File: src/sv/sirac_pkg.sv
// Shared types, constants and the digit character table for the radix text converter.
// No dependencies; every other file of the block refers to this package by scoped names.

package sirac_pkg;

  localparam int VALUE_BITS_DEFAULT = 32;
  localparam int STEP_BITS          = 8;
  localparam int RADIX_W            = 5;
  localparam int LENGTH_W           = 6;
  localparam int CHAR_W             = 8;

  localparam logic [RADIX_W-1:0] RADIX_RESET = 5'd10;
  localparam logic [RADIX_W-1:0] RADIX_MIN   = 5'd2;
  localparam logic [RADIX_W-1:0] RADIX_MAX   = 5'd16;
  localparam logic [CHAR_W-1:0]  CHAR_MINUS  = 8'h2d;
  localparam logic [CHAR_W-1:0]  CHAR_NONE   = 8'h00;

  typedef struct packed {
    logic done;
    logic quot_zero;
  } div_stat_t;

  function automatic logic [CHAR_W-1:0] digit_char(input logic [3:0] d);
    logic [CHAR_W-1:0] c;
    case (d)
      4'h0: c = 8'h30;
      4'h1: c = 8'h31;
      4'h2: c = 8'h32;
      4'h3: c = 8'h33;
      4'h4: c = 8'h34;
      4'h5: c = 8'h35;
      4'h6: c = 8'h36;
      4'h7: c = 8'h37;
      4'h8: c = 8'h38;
      4'h9: c = 8'h39;
      4'ha: c = 8'h61;
      4'hb: c = 8'h62;
      4'hc: c = 8'h63;
      4'hd: c = 8'h64;
      4'he: c = 8'h65;
      4'hf: c = 8'h66;
      default: c = CHAR_NONE;
    endcase
    return c;
  endfunction

endpackage

File: src/sv/sirac_div_serial.sv
// Digit-serial divider: divides a magnitude by the radix, STEP_BITS quotient bits per cycle.
// Depends on sirac_pkg for widths and the status struct.

module sirac_div_serial #(
  parameter int QW = 32
) (
  input  logic                           clk,
  input  logic                           rst,
  input  logic                           load,
  input  logic [QW-1:0]                  dividend,
  input  logic [sirac_pkg::RADIX_W-1:0]  radix,
  output logic [QW-1:0]                  quotient,
  output logic [3:0]                     remainder,
  output sirac_pkg::div_stat_t           stat
);

  localparam int SB    = sirac_pkg::STEP_BITS;
  localparam int STEPS = QW / SB;
  localparam int CNT_W = $clog2(STEPS + 1);

  logic [QW-1:0]    q;
  logic [QW-1:0]    q_next;
  logic [3:0]       r;
  logic [3:0]       r_next;
  logic [CNT_W-1:0] cnt;
  logic             done;

  // The partial remainder stays below the radix, so each bit step is a 5-bit compare.
  always_comb begin
    logic [4:0]    tmp;
    logic [3:0]    rt;
    logic [SB-1:0] qb;
    rt = r;
    qb = '0;
    for (int i = 0; i < SB; i++) begin
      tmp = {rt, q[QW-1-i]};
      if (tmp >= radix) begin
        tmp = tmp - radix;
        qb[SB-1-i] = 1'b1;
      end
      rt = tmp[3:0];
    end
    r_next = rt;
    q_next = (q << SB) | QW'(qb);
  end

  always_ff @(posedge clk) begin
    if (rst) begin
      cnt  <= '0;
      done <= 1'b0;
    end else begin
      done <= 1'b0;
      if (load) begin
        q   <= dividend;
        r   <= '0;
        cnt <= CNT_W'(STEPS);
      end else if (cnt != '0) begin
        q    <= q_next;
        r    <= r_next;
        cnt  <= cnt - CNT_W'(1);
        done <= (cnt == CNT_W'(1));
      end
    end
  end

  assign quotient       = q;
  assign remainder      = r;
  assign stat.done      = done;
  assign stat.quot_zero = (q == '0);

endmodule

File: src/sv/signed_integer_to_radix_ascii_unit.sv
// Signed integer to radix text: each digit takes one pass of the serial divider, then come the
// sign slot and a fetch and a put per digit; QW is VALUE_BITS rounded up to a multiple of eight
// (serial divider). One value at a time, busy high until the last character, a bad radix
// answers at once. The receiver cannot stall. Synchronous active-high reset clears control,
// radix to ten.

module signed_integer_to_radix_ascii_unit #(
  parameter int VALUE_BITS = sirac_pkg::VALUE_BITS_DEFAULT
) (
  input  logic                                  clk,
  input  logic                                  rst,
  input  logic                                  start,
  output logic                                  busy,
  input  logic signed [VALUE_BITS-1:0]          value,
  input  logic                                  cfg_valid,
  output logic                                  cfg_ready,
  input  logic [sirac_pkg::RADIX_W-1:0]         cfg_data,
  output logic                                  strobe,
  output logic [sirac_pkg::CHAR_W-1:0]          character,
  output logic                                  last,
  output logic [sirac_pkg::LENGTH_W-1:0]        length,
  output logic                                  bad_radix
);

  // The quotient register is padded up to a whole number of divider steps.
  localparam int SB = sirac_pkg::STEP_BITS;
  localparam int QW = ((VALUE_BITS + SB - 1) / SB) * SB;
  // Digit count must hold VALUE_BITS itself; the store address only needs VALUE_BITS - 1.
  localparam int CW = $clog2(VALUE_BITS + 1);
  localparam int AW = $clog2(VALUE_BITS);
  localparam int LW = sirac_pkg::LENGTH_W;

  typedef enum logic [2:0] {
    IDLE,
    DIVIDE,
    SIGN,
    FETCH,
    PUT
  } state_t;

  state_t                        state;
  logic [sirac_pkg::RADIX_W-1:0] radix;
  logic                          neg;
  logic [CW-1:0]                 ndig;
  logic [CW-1:0]                 pos;
  logic                          div_load;
  logic [QW-1:0]                 div_dividend;
  logic [QW-1:0]                 div_quotient;
  logic [3:0]                    div_rem;
  sirac_pkg::div_stat_t          div_stat;

  logic [3:0]                    digit_store [VALUE_BITS];
  logic [3:0]                    rd_data;
  logic [AW-1:0]                 rd_addr;
  logic                          wr_en;

  logic                          radix_bad;
  logic [VALUE_BITS-1:0]         raw;
  logic [VALUE_BITS-1:0]         mag;
  logic [LW:0]                   total;
  logic [LW-1:0]                 len;

  // The radix register is only written between transactions, so ready simply follows idle.
  assign cfg_ready = (state == IDLE);
  assign busy      = (state != IDLE);

  always_ff @(posedge clk) begin
    if (rst) begin
      radix <= sirac_pkg::RADIX_RESET;
    end else if (cfg_valid && cfg_ready) begin
      radix <= cfg_data;
    end
  end

  always_comb begin
    radix_bad = !(radix inside {[sirac_pkg::RADIX_MIN:sirac_pkg::RADIX_MAX]});
  end

  // The magnitude is formed in VALUE_BITS unsigned bits, which holds the most negative
  // value's magnitude exactly.
  assign raw = value;
  assign mag = raw[VALUE_BITS-1] ? (~raw + VALUE_BITS'(1)) : raw;

  // Text length is the digit count plus one for a minus sign, kept to six bits.
  assign total = (LW+1)'(ndig) + (LW+1)'(neg);
  assign len   = total[LW-1:0];

  sirac_div_serial #(
    .QW (QW)
  ) u_div (
    .clk       (clk),
    .rst       (rst),
    .load      (div_load),
    .dividend  (div_dividend),
    .radix     (radix),
    .quotient  (div_quotient),
    .remainder (div_rem),
    .stat      (div_stat)
  );

  // Digits are stored least significant first as the divider produces them, and read
  // back from the top downwards.
  assign wr_en   = (state == DIVIDE) && div_stat.done;
  assign rd_addr = AW'(pos - CW'(1));

  always_ff @(posedge clk) begin
    if (wr_en) begin
      digit_store[ndig[AW-1:0]] <= div_rem;
    end
    rd_data <= digit_store[rd_addr];
  end

  // Sequencer: a bad radix gets the error result, else start a division per digit until the
  // quotient reaches zero, then send the optional minus sign and the stored digits, a digit per fetch and put.
  always_ff @(posedge clk) begin
    if (rst) begin
      state    <= IDLE;
      strobe   <= 1'b0;
      div_load <= 1'b0;
      neg      <= 1'b0;
      ndig     <= '0;
      pos      <= '0;
    end else begin
      strobe   <= 1'b0;
      div_load <= 1'b0;
      case (state)
        IDLE: begin
          if (start) begin
            if (radix_bad) begin
              strobe    <= 1'b1;
              character <= sirac_pkg::CHAR_NONE;
              last      <= 1'b1;
              length    <= '0;
              bad_radix <= 1'b1;
            end else begin
              neg          <= raw[VALUE_BITS-1];
              ndig         <= '0;
              div_dividend <= QW'(mag);
              div_load     <= 1'b1;
              state        <= DIVIDE;
            end
          end
        end
        DIVIDE: begin
          if (div_stat.done) begin
            ndig <= ndig + CW'(1);
            if (div_stat.quot_zero) begin
              pos   <= ndig + CW'(1);
              state <= SIGN;
            end else begin
              div_dividend <= div_quotient;
              div_load     <= 1'b1;
            end
          end
        end
        SIGN: begin
          if (neg) begin
            strobe    <= 1'b1;
            character <= sirac_pkg::CHAR_MINUS;
            last      <= 1'b0;
            length    <= len;
            bad_radix <= 1'b0;
          end
          state <= FETCH;
        end
        FETCH: begin
          state <= PUT;
        end
        PUT: begin
          strobe    <= 1'b1;
          character <= sirac_pkg::digit_char(rd_data);
          last      <= (pos == CW'(1));
          length    <= len;
          bad_radix <= 1'b0;
          pos       <= pos - CW'(1);
          if (pos == CW'(1)) begin
            state <= IDLE;
          end else begin
            state <= FETCH;
          end
        end
        default: begin
          state <= IDLE;
        end
      endcase
    end
  end

  // An error result always reports an empty text and closes the transaction.
  a_bad_result: assert property (@(posedge clk) disable iff (rst)
    strobe && bad_radix |-> last && (length == '0))
    else $error("radix error result without last or with nonzero length");

  // The final character of a transaction leaves the block ready for the next value.
  a_last_idle: assert property (@(posedge clk) disable iff (rst)
    strobe && last |-> !busy)
    else $error("final character shown while still busy");

  // Divider completions only arrive while digits are being collected.
  a_div_phase: assert property (@(posedge clk) disable iff (rst)
    div_stat.done |-> state == DIVIDE)
    else $error("divider finished outside the digit phase");

  // An accepted value either starts a conversion or produces the error result at once.
  a_accept: assert property (@(posedge clk) disable iff (rst)
    start && !busy |=> busy || (strobe && bad_radix))
    else $error("accepted value was neither converted nor rejected");

endmodule
File: config.mk
export PLATFORM = sky130hd
export DESIGN_NAME = signed_integer_to_radix_ascii_unit
export DESIGN_NICKNAME = d
export VERILOG_FILES = /design/src/sv/sirac_pkg.sv /design/src/sv/sirac_div_serial.sv /design/src/sv/signed_integer_to_radix_ascii_unit.sv
export SDC_FILE = /design/constraint.sdc
export NUM_CORES = 1
export LEC_CHECK = 0
export ABC_AREA = 1
export BUFFER_PORTS_ARGS = -buffer_cell sky130_fd_sc_hd__buf_2
export CORE_ASPECT_RATIO = 1.75
export CORE_MARGIN = 3
export CORE_UTILIZATION = 25
export CTS_CLUSTER_SIZE = 30
export DETAILED_ROUTE_END_ITERATION = 8
export GPL_TIMING_DRIVEN = 1
export PLACE_DENSITY = 0.41
export SLEW_MARGIN = 20
export SYNTH_ARGS = -nofsm -noshare
export SYNTH_HDL_FRONTEND = slang
export SYNTH_HIERARCHICAL = 1
export SYNTH_SLANG_ARGS = --single-unit
File: constraint.sdc
create_clock -name clk -period 16 [get_ports clk]
set_input_delay 0.8 -clock clk [delete_from_list [all_inputs] [get_ports clk]]
set_output_delay 0.8 -clock clk [all_outputs]
set_load 0.02 [all_outputs]
Yosys cells after proc, flatten, opt, wreduce, memory -nomap -nowiden
Memory sizes are Yosys's and may differ from the RTL's. A register that Yosys moved wholly into a read port is not among the register bits.
Cells that the tools add are included.
Widths: inputs -> output; s select.
{"block": "word_totals", "register_bits": 111, "ram_bits": 128, "mem_bits_ro": 96, "input_bits": 41, "out_inout_bits": 19, "wordCells": 143, "mem_count": 2}
{"block": "classes", "add_sub_neg": 13, "magnitude_cmp": 10, "eq_ne": 13, "mux": 64, "n_bitwise": 4, "reduce_logical": 20}
{"name": "digit_store", "depth": 32, "word_bits": 4, "read_ports": 1, "rd_ports_with_merged_regs": 1, "write_ports": 1, "line": "signed_integer_to_radix_ascii_unit.sv:52", "text": "logic [3:0] digit_store [VALUE_BITS];"}
{"name": "(name not given)", "depth": 16, "word_bits": 6, "read_ports": 1, "rd_ports_with_merged_regs": 0, "write_ports": 0, "line": "sirac_pkg.sv:25", "text": "case (d)"}
{"operator": "$mux 32", "count": 7}
{"operator": "$pmux 32 s2", "count": 1}
{"operator": "$mux 6", "count": 8}
{"operator": "$ge 5x5->1", "count": 8}
{"operator": "$mux 4", "count": 9}
{"operator": "$add 32x1->32 const B", "count": 1}
{"operator": "$logic_not 32->1", "count": 1}
{"operator": "$not 32->32", "count": 1}
{"operator": "$or 32x8->32", "count": 1}
{"operator": "$sub 4x4->4", "count": 8}
{"operator": "$mux 8", "count": 3}
{"operator": "$pmux 6 s2", "count": 2}
{"operator": "$pmux 8 s3", "count": 1}
{"operator": "$mux 1", "count": 20}
{"operator": "$mux 3", "count": 6}
{"operator": "$pmux 6 s3", "count": 1}
{"operator": "$pmux 3 s5", "count": 1}
{"operator": "$ne 2x2->1 const B", "count": 5}
{"operator": "$pmux 1 s3", "count": 3}
{"operator": "$reduce_bool 3->1", "count": 3}
{"operator": "$reduce_and 4->1", "count": 2}
{"operator": "$add 6x1->6", "count": 1}
{"operator": "$add 6x1->6 const B", "count": 1}
{"operator": "$eq 3x1->1 const B", "count": 2}
{"operator": "other kinds (20)", "count": 28}

Logic depth before layout (Yosys ltp)
Gate-level depths: netlist (run 1).
{"block": "logic_depth", "word_depth": 19, "ltp_mapped": 69, "mapped_depth_nobuf": 69}

Cells and area by module
The synthesis (run 1) kept the hierarchy.
{"mod": "signed_integer_to_radix_ascii_unit", "instances": 1, "cells_per_inst": 1012, "area_per_inst_um2": 9661.8, "seq_area_each_um2": 5795.6}
{"mod": "sirac_div_serial", "instances": 1, "cells_per_inst": 485, "area_per_inst_um2": 3649.8, "seq_area_each_um2": 1161.1}

Least setup slack after synthesis (run 1)
Ideal clock, no wire load.
{"block": "synth_timing", "path_kind": "register to register", "from": "register radix[1] (netlist name)", "to": "register u_div.r[1] (netlist: u_div/remainder[1]), data pin", "setup_ps": 249, "arrival_time_ps": 8710, "required_time_ps": 15751, "slack_ps": 7041, "stages_incl_launch_ff": 69, "path_buffers": 0, "synth_period_minus_slack_ps": 8959, "path_cell_list": "dfxtp_1 -> inv_1 -> ha_1 -> nand2_1 -> nor2_1 -> nand2_1 -> nand3_2 -> o21ai_0 -> inv_1 -> ha_1 -> nand2_1 -> nor2_1 -> nand2_1 -> nand3_2 -> inv_1 -> nand3_1 -> nand2_1 -> ha_1 -> [33 not listed] -> inv_1 -> nand3_1 -> nand4_1 -> inv_2 -> nand3_1 -> and2_1 -> ha_1 -> nand2_1 -> nor2_1 -> nor2_1 -> nand2_1 -> nand2_1 -> nand2_1 -> inv_1 -> nor2_1 -> nor2_1 -> nand2_1 -> inv_1"}
{"block": "synth_via", "elab_chain_cells": 17, "elab_cells_between_ends": 25, "cone_classes": "8 x add/sub; 8 x order compare; 9 x mux"}
{"item": "start, declared", "line": "signed_integer_to_radix_ascii_unit.sv:42", "text": "logic [sirac_pkg::RADIX_W-1:0] radix;"}
{"item": "start signal, assigned", "line": "signed_integer_to_radix_ascii_unit.sv:69", "text": "radix <= sirac_pkg::RADIX_RESET;"}
{"item": "start signal, assigned", "line": "signed_integer_to_radix_ascii_unit.sv:71", "text": "radix <= cfg_data;"}
{"item": "$sub 4x4->4 or $ge 5x5->1 (tied branches)", "line": "sirac_div_serial.sv:38, sirac_div_serial.sv:37"}
{"item": "$mux 4", "line": "sirac_div_serial.sv:37", "text": "if (tmp >= radix) begin"}
{"item": "$sub 4x4->4 or $ge 5x5->1 (tied branches)", "line": "sirac_div_serial.sv:38, sirac_div_serial.sv:37"}
{"item": "$mux 4", "line": "sirac_div_serial.sv:37"}
{"item": "$sub 4x4->4 or $ge 5x5->1 (tied branches)", "line": "sirac_div_serial.sv:38, sirac_div_serial.sv:37"}
{"item": "$mux 4", "line": "sirac_div_serial.sv:37"}
{"item": "$ge 5x5->1 or $sub 4x4->4 (tied branches)", "line": "sirac_div_serial.sv:37, sirac_div_serial.sv:38"}
{"item": "$mux 4", "line": "sirac_div_serial.sv:37"}
{"item": "$sub 4x4->4 or $ge 5x5->1 (tied branches)", "line": "sirac_div_serial.sv:38, sirac_div_serial.sv:37"}
{"item": "$mux 4", "line": "sirac_div_serial.sv:37"}
{"item": "$sub 4x4->4 or $ge 5x5->1 (tied branches)", "line": "sirac_div_serial.sv:38, sirac_div_serial.sv:37"}
{"item": "$mux 4", "line": "sirac_div_serial.sv:37"}
{"item": "$ge 5x5->1 or $sub 4x4->4 (tied branches)", "line": "sirac_div_serial.sv:37, sirac_div_serial.sv:38"}
{"item": "$mux 4", "line": "sirac_div_serial.sv:37"}
{"item": "$sub 4x4->4 or $ge 5x5->1 (tied branches)", "line": "sirac_div_serial.sv:38, sirac_div_serial.sv:37"}
{"item": "$mux 4 (*)", "line": "sirac_div_serial.sv:37"}
{"item": "$mux 4 (*)", "line": "sirac_div_serial.sv:57", "text": "end else if (cnt != '0) begin"}
{"item": "end signal, assigned", "line": "sirac_div_serial.sv:59", "text": "r <= r_next;"}
{"item": "end, declared", "line": "sirac_div_serial.sv:23", "text": "logic [3:0] r;"}
Mark *: on every way between the ends. The rest lies on a longest branch, timed or not. The select of a mux whose other input is x is not followed.
A chain may end at the register's enable or synchronous reset.

Worst setup path after layout (run 1)
Same ends and word-level chain as after synthesis.

==> results.tsv, run 1 <==
metric	value	unit
outcome	complete, no violations	
period_share	0.630	
min_from	pos[5]	
worst_path_largest_cell_delay	0.45	ns
routedWlPerCell	18.0	um
synth_top_family_by_area	simple AND/OR/NAND/NOR gates	
rsz0062_at_grt	false	
clk_pin_slew	0.07	ns
floorplan.initialDensity	0.254	
setup_ws	5.92	ns
syn_area	0.0133	mm2
cp.required	16.31	ns
tritoncts	built	
instances_no_fill	2241	
dp_hpwl	29.9	mm
synthesis.nets	1600	
synth-simple-area-share	0.247	
synth.distinct_cells	52	
drc	0	
nets	1647	
ys.flop_type	edfxtp_1	
tightest_slew	0.860	ns
maxSlewHeadroom	0.426	
cp_slowest_cell	inv_1	
worst_path_most_repeated_cell	nand2_1	
die_w	180	um
fin_crit	10.08	ns
startpoint_type	flop	
ys_ff_latch	242	
placementRows	111	
gr-usage-all-layers	0.140	
fillCellCount	5642	
yosys.area_share.adder	0.0628	
cts_resized	0	
r2r_setup_slack	5.92	ns
cts.hold.buffers_added	0	
reg2reg_to	u_div/remainder[1]	
vias_per_cell	4.57	
hold_end	pos[5]	
drt-initial-drc-count	529	
synth-compound-area-share	0.0830	
place_inst	2194	
async_reset_ff_frac	0	
drt_first_pass_iters	5	
critPathMaxFanout	10	
skew	0.0156	ns
r2r_cells	69	
die_area	0.0562	mm2
r2r-start	radix[1]	
area_growth	13.7	%
ios	60	
holdPathStages	2	
synth_xor_area_frac	0.0212	
grt_antenna_before_repair	4	
hold_path.class	flop to flop	
port_buffers	58	
synth_edf_count	211	
num_vias	10200	
tns	0	ns
dp_slack	5.54	ns
cts_setup_buffers	0	
crit_arrival	10.39	ns
cp-end-kind	flop	
path_class	flop to flop	
ys_seq_area_frac	0.523	
die_y	311	um
grt_max_degree	68	
grt_first_pass_wirelength	61.4	mm
synthCells	1497	
postSynthAreaPerCell	8.89	um2
hold_viol_final	0	
grt_overflow_total	0	
synth_mux_area_frac	0	
antenna_left	0	
fmax	99.2	MHz
cts_inserted_buffers	25	
grt_pass1_vias	10600	
root_buffer	clkbuf_16	
cts-htree-levels	1	
setup_violations	0	
drv_slew	0	
globalplace.congestion	0.896	
drive_above_1_share	0.103	
clk_latency	0.55	ns
drt-total-wl	40.4	mm
yosysWarnings	6	
cts_buffer_depth	3	
max_cap_violations	0	
core_area	0.0525	mm2
clock-sinks	242	
[critical path: cells and delay by family (launching register included)]
kind	cells	cell delay, ns
adders and majority gates	8	2.54
AOI/OAI and AO/OA	1	0.34
DFF	1	0.30
buffers and inverters	11	1.45
and+or+nand+nor	49	5.18
[placed cells by master (no fill, tap or decap), drive strengths merged, types with 9 or more instances in the layout]
cell,count
nand2,359
nor2,239
edfxtp,211
inv,146
o21ai,124
nand3,119
buf,71
ha,54
a21oi,43
dfxtp,31
clkbuf,28
o211ai,20
nand4,16
xnor2,15
xor2,13
or2,10
nor4,9
clkinv,9
[registers in the layout (all words and copies together) (netlist names), 3 cells and up]
| name | flops |
|---|---|
| digit_store | 128 |
| div_dividend | 32 |
| u_div/quotient | 32 |
| character | 7 |
| length | 6 |
| ndig | 6 |
| pos | 6 |
| radix | 5 |
| rd_data | 4 |
| u_div/remainder | 4 |
| state | 3 |
| u_div/cnt | 3 |
[metrics by stage]
step	instance area [um2]	utilization	hold slack (ns)
global placement	14300	0.272	0.467
global route	15100	0.288	0.493
floorplan	13300	-	0.447
detailed placement	14300	0.272	0.475
CTS	15100	0.288	0.466
finish	15100	0.288	0.484
[cell families after synthesis]
group | after synthesis
buffers and inverters | 196
AND/OR/NAND/NOR | 769
XOR/XNOR | 28
adder cells (fa/ha/maj) | 62
AO/OA/AOI/OAI | 199
flip-flops | 242
other | 1
[routing by layer]
metal / part of all wire / track usage / up-vias
met5: 0.0010 / 0 / -
met2: 0.59 / 0.294 / 187
met3: 0.030 / 0.0166 / 78
met4: 0.042 / 0.0602 / 6
met1: 0.34 / 0.132 / 4857
li1: - / - / 5114
[synth_stat cells (15+ instances only)]
master | number | area [um2]
buf_2 | 19 | 95.1
dfxtp_1 | 31 | 621
a21oi_1 | 42 | 210
o211ai_1 | 20 | 150
nand2_1 | 355 | 1330
edfxtp_1 | 211 | 6340
ha_1 | 54 | 676
nor2_1 | 231 | 867
inv_1 | 134 | 503
o21ai_0 | 114 | 571
nand4_1 | 15 | 93.8
nand3_1 | 111 | 556
[how the worst max path moves through the flow]
stage	start	to	slack, ns
finish	radix[1]	u_div/remainder[1]	5.92
global placement	u_div/remainder[3]	u_div/remainder[1]	5.93
CTS	u_div/remainder[3]	u_div/remainder[1]	5.50
detailed placement	u_div/remainder[3]	u_div/remainder[1]	5.54
floorplan	radix[1]	u_div/remainder[1]	7.04
global route	radix[1]	u_div/remainder[1]	4.85
[cell type report]
class	count	area (um2)	share of cell area
clock inverters	17	218	0.0144
clock buffers	28	647	0.0427
repair buffers	71	395	0.0261
inverters	145	552	0.0365
multi-input cells	1059	5510	0.364
diodes	1	2.50	0.000165
flip-flops and latches	242	6960	0.460
well taps	678	848	0.0560
Power of run 1 is left out: the tool's default activity adds up to more than one toggle a clock period on the data nets, which glitch-free logic cannot reach.
==> run 2, diff against run 1 <==
- clock period: 16 -> 9.3 ns (I/O delays scaled with it)
==> run 2 against run 1 <==
  * Wire length about the same
  * Cell count grew 1.7%
  * Sequential share of layout area decreased by 1.7 points
  * Non-clock buffer count rose by 36
  * Clock skew rose by 0.0081 ns
  * Register-to-register slack worse by 5.4 ns
  * Sequential cell count is the same
  * Global-route usage hardly changed
  * First-iteration DRC count is 7.0% higher
  * Highest routed layer unchanged
==> results.tsv, run 2 (synthesized netlist as in run 1, its figures left out) <==
metric	value	unit	change
hold_path.class	input pin to flop		was flop to flop
worst_path_largest_cell_delay	0.44	ns	was 0.45 ns
placed_cell_area	0.0144	mm2	was 0.0143 mm2
vias_per_cell	4.53		was 4.57
setup_violations	0		unchanged
drt_first_pass_iters	5		unchanged
min_from	cfg_data[1]		was pos[5]
seq_area	0.00696	mm2	about the same
root_buffer	clkbuf_16		unchanged
tritoncts	built		unchanged
clock-sinks	242		unchanged
fin_util	0.299		was 0.288
outcome	complete, no violations		unchanged
multiInputGateArea	0.00588	mm2	was 0.00551 mm2
die_w	180	um	unchanged
fmax	114	MHz	was 99.2 MHz
gr-usage-all-layers	0.141		was 0.140
hold_viol_final	0		unchanged
reg2reg_to	u_div/remainder[3]		was u_div/remainder[1]
startpoint_type	flop		unchanged
cp.required	9.57	ns	was 16.31 ns
grt_pass1_vias	10800		was 10600
hold_slack	0.134	ns	was 0.484 ns
critPathMaxFanout	6		was 10
r2r-start	u_div/remainder[0]		was radix[1]
cts-htree-levels	1		unchanged
die_y	311	um	unchanged
grt_overflow_total	0		unchanged
num_vias	10300		was 10200
path_class	flop to flop		unchanged
drive_above_1_share	0.165		was 0.103
cts_inserted_buffers	25		unchanged
max_cap_violations	0		unchanged
cts_buffer_depth	3		unchanged
worst_path_most_repeated_cell	nand2_1		unchanged
dp_hpwl	29.6	mm	was 29.9 mm
routedWlPerCell	17.7	um	was 18.0 um
cp-end-kind	flop		unchanged
drc	0		unchanged
nets	1683		was 1647
period_share	0.945		was 0.630
floorplan.initialDensity	0.254		unchanged
maxSlewHeadroom	0.483		was 0.426
holdPathStages	3		was 2
placementRows	111		unchanged
drt-initial-drc-count	566		was 529
tns	0	ns	unchanged
cp_slowest_cell	edfxtp_1		was inv_1
clk_pin_slew	0.06	ns	was 0.07 ns
globalplace.congestion	0.887		was 0.896
grt_antenna_before_repair	3		was 4
port_buffers	58		unchanged
final_cell_area	0.0157	mm2	was 0.0151 mm2
cts.hold.buffers_added	0		unchanged
area_growth	18.1	%	was 13.7%
ios	60		unchanged
fillCellCount	5606		was 5642
core_area	0.0525	mm2	unchanged
antenna_left	0		unchanged
drv_slew	0		unchanged
final_common_cell	nand2_1		unchanged
die_area	0.0562	mm2	unchanged
largest_reg_flops	128		unchanged
tightest_slew	0.776	ns	was 0.860 ns
crit_arrival	9.06	ns	was 10.39 ns
fin_crit	8.78	ns	was 10.08 ns
r2r_setup_slack	0.52	ns	was 5.92 ns
final_cell_mix	nand2_1 (335), nor2_1 (229), edfxtp_1 (211)		was nand2_1 (355), nor2_1 (230), edfxtp_1 (211)
clk_latency	0.55	ns	about the same
grt_max_degree	68		unchanged
grt_first_pass_wirelength	61.8	mm	was 61.4 mm
hold_end	radix[1]		was pos[5]
drt-total-wl	40.4	mm	about the same
skew	0.0237	ns	was 0.0156 ns
r2r_cells	63		was 69
## run 2: cell count changes in the layout (fill, tap and decap cells not counted), moves of 4 or more
cell / before / now
buf_4: 12 / 47
nand2_1: 355 / 335
nand2_2: 4 / 23
ha_1: 54 / 37
ha_4: 0 / 17
inv_1: 134 / 120
inv_2: 8 / 22
and2_1: 5 / 0
and2_4: 0 / 5
nand3_1: 111 / 106
nand3_2: 7 / 11
## run 2: worst max-delay path, delay by kind of cell, from the launching register on
kind                     cells  cell delay [ns]
AO/OA/AOI/OAI                3             0.24
buffers and inverters       12             1.14
flip-flops                   1             0.44
adder cells (fa/ha/maj)      8             2.22
XOR/XNOR                     1             0.13
AND/OR/NAND/NOR             39             4.32
## run 2: how the worst max path moves through the flow
| stage | start | endpoint | slack, ns | cells after the start |
|---|---|---|---|---|
| 6_report | u_div/remainder[0] | u_div/remainder[3] | 0.52 | 63 |
| 5_1_grt | radix[2] | u_div/remainder[1] | -0.07 | 65 |
| 4_1_cts | u_div/quotient[31] | u_div/remainder[3] | 0.02 | 66 |
| 3_5_place_dp | u_div/quotient[31] | u_div/remainder[3] | -0.14 | 65 |
| 3_3_place_gp | u_div/quotient[31] | u_div/remainder[3] | -0.02 | 65 |
| 2_1_floorplan | radix[1] | u_div/remainder[1] | 0.34 | 68 |
## run 2: timing repair
item	CTS	global route
pin swaps	2	40
gates resized for setup	5	81
setup buffers	5	14
setup endpoints to repair	5	5
gates cloned	0	0
## run 2: area by class of cell
cell class / instances / area share
Antenna cell: 2 / 0.000318
Clock buffer: 32 / 0.0428
Clock inverter: 13 / 0.00844
Inverter: 145 / 0.0351
Multi-Input combinational cell: 1059 / 0.374
Sequential cell: 242 / 0.443
Tap cell: 678 / 0.0540
Timing Repair Buffer: 107 / 0.0424
## run 2: through the flow
| stage | setup slack [ns] | std cells |
|---|---|---|
| floorplan | 0.341 | 1497 |
| global placement | -0.0163 | 2212 |
| detailed placement | -0.138 | 2212 |
| CTS | 0.0237 | 2262 |
| global route | -0.0746 | 2276 |
| finish | 0.515 | 2278 |
## run 2: per-layer routing
metal,GRT usage,wire length (um),vias up
met5,0,9,-
met4,0.0459,1170,2
met3,0.0151,1100,58
met2,0.297,23900,164
met1,0.138,14200,4909
li1,-,-,5188
Power of run 2 is left out for the same reason.
